File: config.mk
export PLATFORM = sky130hd
export DESIGN_NAME = unsorted_priority_queue
export DESIGN_NICKNAME = d
export VERILOG_FILES = /design/src/rtl/upq_pkg.sv /design/src/rtl/upq_cell.sv /design/src/rtl/unsorted_priority_queue.sv
export SDC_FILE = /design/constraint.sdc
export NUM_CORES = 1
export LEC_CHECK = 0
export BUFFER_PORTS_ARGS = -buffer_cell sky130_fd_sc_hd__buf_2
export CORE_AREA = 2 2 230 232
export DETAILED_ROUTE_END_ITERATION = 10
export DIE_AREA = 0 0 232 234
export GPL_TIMING_DRIVEN = 0
export PLACE_DENSITY_LB_ADDON = 0.05
export SLEW_MARGIN = 20
export SYNTH_ARGS = -nofsm -noshare
export SYNTH_HDL_FRONTEND = slang
export SYNTH_HIERARCHICAL = 1
export SYNTH_SLANG_ARGS = --single-unit
File: constraint.sdc
create_clock -name aclk -period 5 [get_ports aclk]
set_clock_uncertainty 0.1 [all_clocks]
set_input_delay 0.75 -clock aclk [delete_from_list [all_inputs] [get_ports aclk]]
set_output_delay 0.75 -clock aclk [all_outputs]
set_load 0.01 [all_outputs]
File: src/rtl/upq_pkg.sv
// Shared types, codes and constants for the unsorted priority queue.
package upq_pkg;

    // Default number of key cells
    localparam int DefaultDepth = 16;

    // Width of the position field broadcast to the cells (covers up to 1024 cells)
    localparam int PosW = 10;

    // Key and result field widths
    localparam int KeyW   = 32;
    localparam int CountW = 5;

    // Request commands
    localparam logic CMD_INSERT = 1'b0;
    localparam logic CMD_REMOVE = 1'b1;

    // Result status codes
    localparam logic [1:0] ST_OK    = 2'd0;
    localparam logic [1:0] ST_FULL  = 2'd1;
    localparam logic [1:0] ST_EMPTY = 2'd2;

    // Cell operations
    localparam logic [1:0] CELL_HOLD   = 2'd0;
    localparam logic [1:0] CELL_LOAD   = 2'd1;
    localparam logic [1:0] CELL_SHIFT  = 2'd2;
    localparam logic [1:0] CELL_ROTATE = 2'd3;

    typedef struct packed {
        logic                   command;
        logic signed [KeyW-1:0] key_in;
    } upq_in_t;

    typedef struct packed {
        logic signed [KeyW-1:0] removed_key;
        logic signed [KeyW-1:0] current_min;
        logic [CountW-1:0]      entry_count;
        logic                   is_empty;
        logic [1:0]             status;
    } upq_out_t;

    // Control broadcast from the sequencer to every cell
    typedef struct packed {
        logic [1:0]      op;
        logic [PosW-1:0] pos;
    } upq_cell_ctrl_t;

endpackage

File: src/rtl/upq_cell.sv
// One key cell of the chain: loads, compacts from its upper neighbor, or rotates.
module upq_cell #(
    parameter int IDX = 0
) (
    input  logic                           aclk,
    input  upq_pkg::upq_cell_ctrl_t        ctrl,
    input  logic signed [upq_pkg::KeyW-1:0] key_in,
    input  logic signed [upq_pkg::KeyW-1:0] next_key,
    output logic signed [upq_pkg::KeyW-1:0] key_out
);
    import upq_pkg::*;

    localparam logic [PosW-1:0] MyPos = PosW'(IDX);

    logic signed [KeyW-1:0] key_reg;
    logic signed [KeyW-1:0] key_next;

    // Select this cell's next key from the broadcast operation
    always_comb begin
        key_next = key_reg;
        case (ctrl.op)
            CELL_LOAD: begin
                if (ctrl.pos == MyPos) begin
                    key_next = key_in;
                end
            end
            CELL_SHIFT: begin
                if (MyPos >= ctrl.pos) begin
                    key_next = next_key;
                end
            end
            CELL_ROTATE: begin
                key_next = next_key;
            end
            default: begin
                key_next = key_reg;
            end
        endcase
    end

    always_ff @(posedge aclk) begin
        key_reg <= key_next;
    end

    assign key_out = key_reg;

endmodule

File: src/rtl/unsorted_priority_queue.sv
// Top level of the unsorted priority queue: sequencer, minimum tracker and the cell chain.
// Minimum priority queue of signed 32-bit keys held in a row of DEPTH cells in insertion
// order. An insert writes the key into the next free cell and updates the tracked minimum
// at once. A remove takes out the tracked
// minimum (the last of equal smallest keys), closes the gap by shifting the upper cells
// down one place, and then rotates the whole chain once around while a comparator at
// cell 0 looks at each held key to find the new minimum. Rejected requests (insert when
// full, remove when empty) go straight to the done state. One request is worked on at a
// time; the input is ready whenever the sequencer is idle, and a finished result waits in
// the output register until taken.
module unsorted_priority_queue #(
    parameter int DEPTH = upq_pkg::DefaultDepth
) (
    input  logic              aclk,
    input  logic              aresetn,
    input  logic              s_valid,
    output logic              s_ready,
    input  upq_pkg::upq_in_t  s_data,
    output logic              m_valid,
    input  logic              m_ready,
    output upq_pkg::upq_out_t m_data
);
    import upq_pkg::*;

    localparam int IW = (DEPTH > 1) ? $clog2(DEPTH) : 1;
    localparam int CW = $clog2(DEPTH + 1);

    localparam logic [1:0] S_IDLE = 2'd0;
    localparam logic [1:0] S_SCAN = 2'd1;
    localparam logic [1:0] S_DONE = 2'd2;

    logic [1:0]             state_reg, state_next;
    logic [CW-1:0]          count_reg, count_next;
    logic signed [KeyW-1:0] min_reg, min_next;
    logic [IW-1:0]          min_idx_reg, min_idx_next;
    logic [IW-1:0]          scan_k_reg, scan_k_next;
    logic signed [KeyW-1:0] removed_reg, removed_next;
    logic [1:0]             status_reg, status_next;
    logic                   m_valid_reg, m_valid_next;
    upq_out_t               m_data_reg, m_data_next;

    upq_cell_ctrl_t         cell_ctrl;
    logic signed [KeyW-1:0] cell_key [DEPTH];
    logic signed [KeyW-1:0] head_key;

    logic                   s_fire;
    logic                   is_full;
    logic                   scan_last;
    logic [CW+CountW-1:0]   count_ext;

    assign s_ready   = (state_reg == S_IDLE);
    assign s_fire    = s_valid && s_ready;
    assign is_full   = (count_reg == CW'(DEPTH));
    assign scan_last = (scan_k_reg == IW'(DEPTH - 1));
    assign head_key  = cell_key[0];
    assign count_ext = {{CountW{1'b0}}, count_reg};

    // Build the chain of cells, each fed by its upper neighbor, the top one by cell 0
    for (genvar gi = 0; gi < DEPTH; gi++) begin : g_cell
        upq_cell #(
            .IDX(gi)
        ) u_cell (
            .aclk     (aclk),
            .ctrl     (cell_ctrl),
            .key_in   (s_data.key_in),
            .next_key (cell_key[(gi + 1) % DEPTH]),
            .key_out  (cell_key[gi])
        );
    end

    // Sequence requests, drive the cells and track the minimum
    always_comb begin
        state_next   = state_reg;
        count_next   = count_reg;
        min_next     = min_reg;
        min_idx_next = min_idx_reg;
        scan_k_next  = scan_k_reg;
        removed_next = removed_reg;
        status_next  = status_reg;
        m_valid_next = m_valid_reg;
        m_data_next  = m_data_reg;
        cell_ctrl.op  = CELL_HOLD;
        cell_ctrl.pos = '0;

        // Drop the result once taken
        if (m_valid_reg && m_ready) begin
            m_valid_next = 1'b0;
        end

        case (state_reg)
            S_IDLE: begin
                if (s_fire) begin
                    removed_next = '0;
                    status_next  = ST_OK;
                    state_next   = S_DONE;
                    if (s_data.command == CMD_INSERT) begin
                        if (is_full) begin
                            status_next = ST_FULL;
                        end else begin
                            cell_ctrl.op  = CELL_LOAD;
                            cell_ctrl.pos = PosW'(count_reg);
                            count_next    = count_reg + CW'(1);
                            if ((count_reg == '0) || (s_data.key_in <= min_reg)) begin
                                min_next     = s_data.key_in;
                                min_idx_next = count_reg[IW-1:0];
                            end
                        end
                    end else begin
                        if (count_reg == '0) begin
                            status_next = ST_EMPTY;
                        end else begin
                            cell_ctrl.op  = CELL_SHIFT;
                            cell_ctrl.pos = PosW'(min_idx_reg);
                            removed_next  = min_reg;
                            count_next    = count_reg - CW'(1);
                            scan_k_next   = '0;
                            state_next    = S_SCAN;
                        end
                    end
                end
            end
            S_SCAN: begin
                // Rotate the chain; cell 0 holds entry scan_k this cycle
                cell_ctrl.op = CELL_ROTATE;
                if (CW'(scan_k_reg) < count_reg) begin
                    if ((scan_k_reg == '0) || (head_key <= min_reg)) begin
                        min_next     = head_key;
                        min_idx_next = scan_k_reg;
                    end
                end
                scan_k_next = scan_k_reg + IW'(1);
                if (scan_last) begin
                    scan_k_next = '0;
                    state_next  = S_DONE;
                end
            end
            S_DONE: begin
                // Publish the result when the output register is free
                if (!m_valid_reg || m_ready) begin
                    m_valid_next            = 1'b1;
                    m_data_next.removed_key = removed_reg;
                    m_data_next.current_min = (count_reg == '0) ? '0 : min_reg;
                    m_data_next.entry_count = count_ext[CountW-1:0];
                    m_data_next.is_empty    = (count_reg == '0);
                    m_data_next.status      = status_reg;
                    state_next              = S_IDLE;
                end
            end
            default: begin
                state_next = S_IDLE;
            end
        endcase
    end

    // Control registers
    always_ff @(posedge aclk) begin
        if (!aresetn) begin
            state_reg   <= S_IDLE;
            count_reg   <= '0;
            scan_k_reg  <= '0;
            m_valid_reg <= 1'b0;
        end else begin
            state_reg   <= state_next;
            count_reg   <= count_next;
            scan_k_reg  <= scan_k_next;
            m_valid_reg <= m_valid_next;
        end
    end

    // Payload registers
    always_ff @(posedge aclk) begin
        min_reg     <= min_next;
        min_idx_reg <= min_idx_next;
        removed_reg <= removed_next;
        status_reg  <= status_next;
        m_data_reg  <= m_data_next;
    end

    assign m_valid = m_valid_reg;
    assign m_data  = m_data_reg;

    // Count never exceeds the cell count
    a_count_range: assert property (@(posedge aclk) disable iff (!aresetn)
        count_reg <= CW'(DEPTH))
        else $error("entry count above depth");

    // A successful remove drops the count by one and starts the scan
    a_remove_scan: assert property (@(posedge aclk) disable iff (!aresetn)
        (s_fire && s_data.command == CMD_REMOVE && count_reg != '0)
        |=> (state_reg == S_SCAN && count_reg == $past(count_reg) - CW'(1)))
        else $error("remove did not start scan");

    // A successful insert grows the count by one
    a_insert_count: assert property (@(posedge aclk) disable iff (!aresetn)
        (s_fire && s_data.command == CMD_INSERT && !is_full)
        |=> (count_reg == $past(count_reg) + CW'(1)))
        else $error("insert did not grow count");

    // The scan ends after one full rotation
    a_scan_end: assert property (@(posedge aclk) disable iff (!aresetn)
        (state_reg == S_SCAN && scan_last) |=> (state_reg == S_DONE))
        else $error("scan did not end after rotation");

endmodule

==> flow_summary.json, run 1 <==
{
  "path_cells": "nor4_4, nand2b_2, nand2_2, nor2_2, nor2_2, inv_1, buf_6, buf_12, nand2_1, o211ai_1, buf_4, buf_4, buf_4, buf_4",
  "grt_use_total_pct": 22.7,
  "firstDrtPassIters": 5,
  "fin_crit_ps": 4290,
  "ys_warn_count": 6,
  "wl_per_cell_um": 21.0,
  "cp_slowest_stage_delay_ps": 660,
  "yosysSeqAreaShare_pct": 62.7,
  "path_delay_family": "buffers and inverters",
  "finalNetCount": 2240,
  "synth_cell_types": 66,
  "ys_seq_elements": 666,
  "cts-hold-fix-buffers": 0,
  "grt_pass1_vias": 16300,
  "crit_top_cell": "buf_4",
  "synth_edf_count": 654,
  "worst_pin_slew_ps": 1090,
  "die_h_um": 234,
  "crit_path_end_kind": "register",
  "numClockSinks": 666,
  "drc": 0,
  "final_cell_area_um2": 36200,
  "drtIter0Drc": 1133,
  "initial_core_util_pct": 61.0,
  "grt_max_degree": 35,
  "cts_resized": 0,
  "clockBufferDepth": 3,
  "crit_buf_inv": 7,
  "routabilityCongestion": 0.875,
  "ys_async_sr_fraction_pct": 0,
  "drive_gt1_share_pct": 38.0,
  "cts_made_buffers": 70,
  "cp.arrival_ps": 4500,
  "rsz0062_at_grt": "no",
  "grt_pass1_wl_um": 93300,
  "rows": 84,
  "syn_inst": 1848,
  "ant_nets": 0,
  "p_leak_uw": 0.0136,
  "cp-start-kind": "register",
  "fmax_mhz": 233,
  "overflow": 0,
  "htree_num_levels": 3,
  "postPlaceCellArea_um2": 33900,
  "synth-main-ff-cell": "edfxtp_1",
  "portBuffers": 110,
  "p_per_area_nw_per_um2": 539,
  "setup-tns-final_ps": 0,
  "mostFrequentLayoutCell": "edfxtp_1",
  "die_w_um": 232,
  "wirelength_um": 60400,
  "via_per_inst": 5.58,
  "setup_violations": 0,
  "cp_max_fo": 16,
  "ios": 111,
  "root_buffer": "clkbuf_16",
  "largest_reg_flops": 512,
  "antenna_found_initial": 1,
  "via_count": 16000,
  "slew_headroom_pct": 27.6,
  "path_clk_slew_ps": 60,
  "clk_latency_ps": 600,
  "slew_viol_final": 0,
  "crit_path_top_delay_cell": "inv_1",
  "hold_viol_final": 0,
  "hp-class": "register to register",
  "syn-cell-area_um2": 31700,
  "worstSetupPathType": "register to register",
  "post_cts.repair.setup_buffers": 0,
  "ir_worst_vdd_uv": 378,
  "cts_tree": "yes",
  "hpwlAfterDp_um": 41000,
  "outcome": "completed",
  "cp.required_ps": 5200,
  "die_area_um2": 54300,
  "synth_area_per_cell_um2": 17.2,
  "mostFrequentLayoutCells": "654 x edfxtp_1, 370 x mux2_4, 142 x nand2_1, 120 x buf_2, 115 x mux2_2",
  "drv_cap": 0,
  "area_delta_synth_final_pct": 14.2,
  "core_area_um2": 52000,
  "fin_crit_sh_pct": 85.8
}
==> path summary, 6_finish.rpt <==
kind | end | from | cells after the start | slack [ps]
max | g_cell[14].u_cell/key_out[5] | count_reg[0] | 14 | 710
min | m_data[63] | removed_reg[23] | 0 | 320
min reg2reg | m_data[63] | removed_reg[23] | 0 | 320
max reg2reg | g_cell[14].u_cell/key_out[5] | count_reg[0] | 14 | 710
==> worst register-to-register path: cells and delay by family (launching register included) <==
kind                   cells  cell delay (ps)
AO/OA/AOI/OAI              1              460
buffers and inverters      7             1970
flip-flops                 1              510
AND/OR/NAND/NOR            6              950
==> power by group <==
group          leakage [uW]  switching (uW)  internal (uW)
sequential          0.00608             299           7590
combinational       0.00638            3100           3310
clock               0.00113            2130           3080
==> layout make-up <==
type,count,area [um^2]
Clock inverter,41,397
Fill cell,3430,15800
Inverter,55,206
Timing Repair Buffer,131,925
Sequential cell,666,19900
Buffer,81,1070
Clock buffer,86,1910
Multi-Input combinational cell,1125,11000
Tap cell,688,861
Antenna cell,1,2.50
==> cell families after synthesis <==
group                    count (synthesis)  share of synthesized area, %
AO/OA/AOI/OAI                          116                          2.33
XOR/XNOR                                 7                         0.193
adder cells (fa/ha/maj)                 74                          2.93
buffers and inverters                  136                          4.04
flip-flops                             666                          62.7
multiplexers                           513                          22.6
other                                    1                        0.0118
AND/OR/NAND/NOR                        335                          5.25
==> through the flow <==
stage               std cells  total power [uW]  utilization [%]  setup WS, ps  hold slack (ps)
global route             2874             20400             69.7           413              307
detailed placement       2746             14400             65.2           202              305
finish                   2874             19500             69.7           708              317
global placement         2725             14100             64.3         -1100              302
CTS                      2873             19700             69.7           687              283
floorplan                1927             13000                -           308              300
==> layer usage <==
layer  vias up  track usage (%)  part of all wire, %
li1       7554                -                    -
met1      7951             32.7                   47
met2       417             35.3                   46
met3       117             3.30                  4.5
met4         0             9.05                  3.2
met5         -                0                    0
==> cell usage after synthesis (all sizes together) (6+ instances only) <==
library cell,number,area share (%)
mux2,512,23
clkbuf,11,0.13
o211ai,9,0.23
o21ai,26,0.41
edfxtp,654,62
nand4,26,0.51
buf,70,3.3
nand3,11,0.17
ha,72,2.8
nand2,145,1.7
a21boi,6,0.14
nor4,23,0.81
a21oi,43,0.73
dfxtp,12,0.76
inv,55,0.65
nor3,8,0.13
nor2,85,1.0
Power figures use the tool's default switching activity.
==> inputs of run 2 (changes only) <==
- CORE_AREA: 2 2 230 232 -> 2 2 195 273
- DIE_AREA: 0 0 232 234 -> 0 0 197 275
==> run 2 against run 1 <==
Against the previous run: register-to-register slack improved by 96 ps; final cell count fell by 1.6%; core utilization fell by 0.36 points; sequential cell count did not move; setup slack improved by 96 ps; count of clock-buffer cells in the layout fell by 15; critical path type unchanged; largest power group unchanged.
==> flow_summary.json, run 2 (synthesized netlist as in run 1, its figures left out) <==
{
  "outcome": "completed",
  "worst_pin_slew_ps": 1200,
  "postPlaceCellArea_um2": 34000,
  "setup_violations": 0,
  "worstSetupPathType": "register to register",
  "routabilityCongestion": 0.861,
  "cp.arrival_ps": 4430,
  "mostFrequentLayoutCells": "654 x edfxtp_1, 370 x mux2_4, 141 x nand2_1, 120 x buf_2, 115 x mux2_2",
  "wl_met1_um": 25800,
  "grt_use_total_pct": 22.8,
  "slew_headroom_pct": 19.1,
  "p_per_area_nw_per_um2": 525,
  "area_delta_synth_final_pct": 13.1,
  "cts_resized": 0,
  "dp_cells": 2718,
  "ir_worst_vdd_uv": 320,
  "die_w_um": 197,
  "fill_cells": 3393,
  "via_count": 16100,
  "numClockSinks": 666,
  "met2_length_um": 30700,
  "ant_nets": 0,
  "crit_path_end_kind": "register",
  "path_clk_slew_ps": 60,
  "post-route-util_pct": 69.3,
  "fin_crit_ps": 4200,
  "via_per_inst": 5.68,
  "grt_pass1_vias": 16600,
  "cts_made_buffers": 61,
  "finalNetCount": 2235,
  "finalNonFillerCells": 2829,
  "cp.required_ps": 5240,
  "multi_input_area_um2": 11000,
  "hpwlAfterDp_um": 41300,
  "slew_viol_final": 0,
  "wirelength_um": 60700,
  "root_buffer": "clkbuf_16",
  "core_area_um2": 51800,
  "rsz0062_at_grt": "no",
  "fin_crit_sh_pct": 83.9,
  "post_cts.repair.setup_buffers": 0,
  "firstDrtPassIters": 5,
  "drive_gt1_share_pct": 37.9,
  "fmax_mhz": 238,
  "overflow": 0,
  "ios": 111,
  "cts-hold-fix-buffers": 0,
  "drv_cap": 0,
  "portBuffers": 110,
  "p_leak_uw": 0.0134,
  "initial_core_util_pct": 61.3,
  "final_cell_area_um2": 35900,
  "drc": 0,
  "rows": 99,
  "htree_num_levels": 2,
  "die_area_um2": 54200,
  "cts_tree": "yes",
  "grt_pass1_wl_um": 94400,
  "wl_per_cell_um": 21.5,
  "hp-class": "input port to register",
  "die_h_um": 275,
  "hold_viol_final": 0,
  "cp_max_fo": 16,
  "cp-start-kind": "register",
  "wl_met3_um": 2560,
  "top_layer": "met4",
  "drtIter0Drc": 940,
  "clockBufferDepth": 3,
  "grt_max_degree": 35,
  "mostFrequentLayoutCell": "edfxtp_1",
  "ff_latch_area_um2": 19900,
  "antenna_found_initial": 1,
  "clk_latency_ps": 620,
  "largest_reg_flops": 512
}
-- run 2: cell types whose count changed in the layout (fill, tap and decap cells not counted), moves of 3 or more --
cell / before / now
a22o_2: 1 / 4
clkbuf_16: 73 / 61
buf_16: 9 / 12
clkinv_2: 14 / 17
bufinv_16: 7 / 4
a22o_1: 4 / 1
clkbuf_1: 21 / 18
-- run 2: worst max-delay path: stages (launching register included) --
cell and delay (ps):
dfxtp_1 500, nor4_4 110, nand2b_2 150, nand2_2 140
nor2_2 370, nor2_2 100, inv_1 630, buf_6 270
buf_12 160, nand2_1 50, o211ai_1 340, buf_4 250
buf_4 180, buf_4 180, buf_4 180, buf_4 170
-- run 2: stage by stage --
| step | power [uW] | TNS (ps) | setup WS (ps) | hold slack (ps) |
|---|---|---|---|---|
| 2_1_floorplan | 13000 | 0 | 308 | 300 |
| 5_1_grt | 19700 | 0 | 508 | 303 |
| 4_1_cts | 19000 | 0 | 726 | 274 |
| 6_report | 18900 | 0 | 804 | 310 |
| 3_3_place_gp | 14100 | -344470 | -1190 | 302 |
| 3_5_place_dp | 14500 | 0 | 159 | 305 |
-- run 2: worst paths after layout --
kind / startpoint / to / slack (ps) / depth (start not counted)
worst max-delay path: count_reg[0] / g_cell[14].u_cell/key_out[10] / 800 / 15
worst min-delay path: aresetn / m_valid / 310 / 2
worst max register to register: count_reg[0] / g_cell[14].u_cell/key_out[10] / 800 / 15
worst min register to register: removed_reg[30] / m_data[70] / 310 / 0
-- run 2: layer usage --
metal	track usage, %	vias up
li1	-	7544
met1	29.7	8017
met2	39.7	411
met3	3.20	103
met4	7.44	0
met5	0	-
-- run 2: where the power goes --
| part | internal (uW) | switching (uW) |
|---|---|---|
| Sequential | 7590 | 278 |
| Clock | 2470 | 2030 |
| Combinational | 3340 | 3150 |
| Total | 13400 | 5460 |
-- run 2: area by class of cell --
type                       count  share of cell area, %
antenna                        1                0.00697
buffer                        81                   3.00
clock buffer                  71                   4.44
clock inverter                39                  0.819
inverter                      55                  0.575
multi-input combinational   1125                   30.6
sequential                   666                   55.4
tap                          656                   2.29
timing repair buffer         135                   2.83
==> inputs of run 3 (changes only) <==
- CORE_AREA: 2 2 195 273 -> 2 2 205 287
- DIE_AREA: 0 0 197 275 -> 0 0 207 289
- clock period: 5 -> 3.4 ns (I/O delays scaled with it)
==> run 3 against run 2 <==
Against the previous run: die area increased by 10%; power increased by 51%; setup slack got worse by 720 ps; register-to-register slack got worse by 720 ps; worst hold slack got worse by 250 ps; final cell count increased by 3.5%; core utilization decreased by 5.7 points; sequential share of layout area decreased by 0.78 points; largest power group unchanged; largest cell class unchanged; maximum frequency increased by 27%; non-clock buffer count increased by 7; wire length increased by 3.4%; critical path depth decreased by 5.
==> flow_summary.json, run 3 (synthesized netlist as in run 1, its figures left out) <==
{
  "slew_viol_final": 0,
  "fill_cells": 4088,
  "combPwrFrac_pct": 34.2,
  "ff_latch_area_um2": 19900,
  "grt_pass1_vias": 16600,
  "cts-hold-fix-buffers": 0,
  "via_per_inst": 5.49,
  "p_int_uw": 20300,
  "final_cell_area_um2": 36400,
  "fin_crit_ps": 3310,
  "antenna_found_initial": 1,
  "cts_made_buffers": 61,
  "p_per_area_nw_per_um2": 784,
  "mostFrequentLayoutCell": "edfxtp_1",
  "worst_pin_slew_ps": 824,
  "cp.arrival_ps": 3540,
  "overflow": 0,
  "hold_viol_final": 0,
  "ant_nets": 0,
  "setup_violations": 0,
  "area_delta_synth_final_pct": 14.8,
  "seq_power_share_pct": 40.6,
  "cp-start-kind": "register",
  "die_w_um": 207,
  "fmax_mhz": 302,
  "htree_num_levels": 2,
  "rows": 104,
  "firstDrtPassIters": 5,
  "setup-tns-final_ps": 0,
  "hpwlAfterDp_um": 41800,
  "drtIter0Drc": 904,
  "outcome": "completed",
  "grt_pass1_wl_um": 96800,
  "wirelength_um": 62800,
  "via_count": 16100,
  "r2r_start": "min_reg[7]",
  "die_h_um": 289,
  "cts_tree": "yes",
  "largest_reg_flops": 512,
  "pwr-share-clk_pct": 25.2,
  "core_area_um2": 57300,
  "ios": 111,
  "drv_cap": 0,
  "post-route-util_pct": 63.6,
  "die_area_um2": 59800,
  "drive_gt1_share_pct": 38.9,
  "ir_worst_vdd_uv": 589,
  "wl_per_cell_um": 21.4,
  "critPathLaunch": "min_reg[7]",
  "cp.required_ps": 3620,
  "finalNetCount": 2245,
  "crit_path_end_kind": "register",
  "numClockSinks": 666,
  "worstSetupPathType": "register to register",
  "slew_headroom_pct": 44.6,
  "path_clk_slew_ps": 70,
  "grt_use_total_pct": 20.9,
  "multi_input_area_um2": 11200,
  "p_sw_uw": 8210,
  "clk_latency_ps": 620,
  "swShare_pct": 28.7,
  "grt_max_degree": 35,
  "portBuffers": 110,
  "total_power_uw": 28600,
  "clockBufferDepth": 3,
  "worstHoldStart": "aresetn",
  "fin_crit_sh_pct": 97.5,
  "root_buffer": "clkbuf_16",
  "postPlaceCellArea_um2": 34000,
  "rsz0062_at_grt": "yes",
  "hp-class": "input port to register",
  "drc": 0,
  "p_leak_uw": 0.0136,
  "cp_max_fo": 14,
  "mostFrequentLayoutCells": "654 x edfxtp_1, 370 x mux2_4, 140 x nand2_1, 120 x buf_2, 115 x mux2_2",
  "initial_core_util_pct": 55.4,
  "routabilityCongestion": 0.884
}
==> run 3: cell types whose count changed in the layout (fill, tap and decap cells not counted), moves of 5 or more <==
cell / before / now
bufinv_16: 4 / 11
clkinvlp_4: 3 / 8
dfxtp_2: 0 / 5
clkinv_2: 17 / 8
dfxtp_1: 12 / 7
buf_4: 9 / 18
==> run 3: metrics by stage <==
stage | hold slack [ps] | worst slack [ps] | instances
floorplan | 300 | -345 | 1927
global placement | 301 | -1850 | 2779
detailed placement | 305 | -730 | 2801
CTS | 21.8 | 15.1 | 2925
global route | 55.8 | -3.23 | 2929
finish | 59.6 | 86.0 | 2929
==> run 3: repair_timing <==
action	in CTS	in global routing
pin swaps	6	2
endpoints found under the setup margin	470	154
hold endpoints to repair	0	0
buffers inserted	8	2
resized for setup	20	14
cloned	2	1
==> run 3: layout make-up <==
cell class / instances / area share, %
buffer: 81 / 2.98
clock buffer: 70 / 4.34
timing repair buffer: 142 / 2.80
inverter: 55 / 0.577
clock inverter: 44 / 1.42
antenna: 1 / 0.00687
multi-input combinational: 1128 / 30.7
tap: 742 / 2.55
sequential: 666 / 54.6
==> run 3: path summary, 6_finish.rpt <==
check                    end  slack [ps]  depth (start not counted)
setup / recovery  min_reg[4]          90                         10
hold / removal       m_valid          60                          2
setup reg to reg  min_reg[4]          90                         10
hold reg to reg   m_data[68]         320                          0
==> run 3: worst max-delay path, stage by stage, from the launching register on <==
cell and delay (ps):
edfxtp_1 330, inv_1 90, ha_1 340, nand4_1 240, nor4_1 790, a21oi_1 220
nand2_1 110, mux2i_1 110, a211oi_4 270, buf_8 200, buf_6 190
==> run 3: layer usage <==
metal	part of all wire (%)	global-route usage, %
met5	0	0
met4	3.2	7.09
met3	3.6	2.76
met2	50	36.4
met1	43	27.2
==> run 3: power groups by stage <==
stage / Sequential (uW) / Combinational [uW] / Clock [uW]
6_report: 11600 / 9760 / 7200
5_1_grt: 11700 / 10500 / 7680
4_1_cts: 11600 / 9810 / 7370
3_5_place_dp: 11700 / 9590 / 0
3_3_place_gp: 11800 / 9120 / 0
2_1_floorplan: 11700 / 7350 / 0
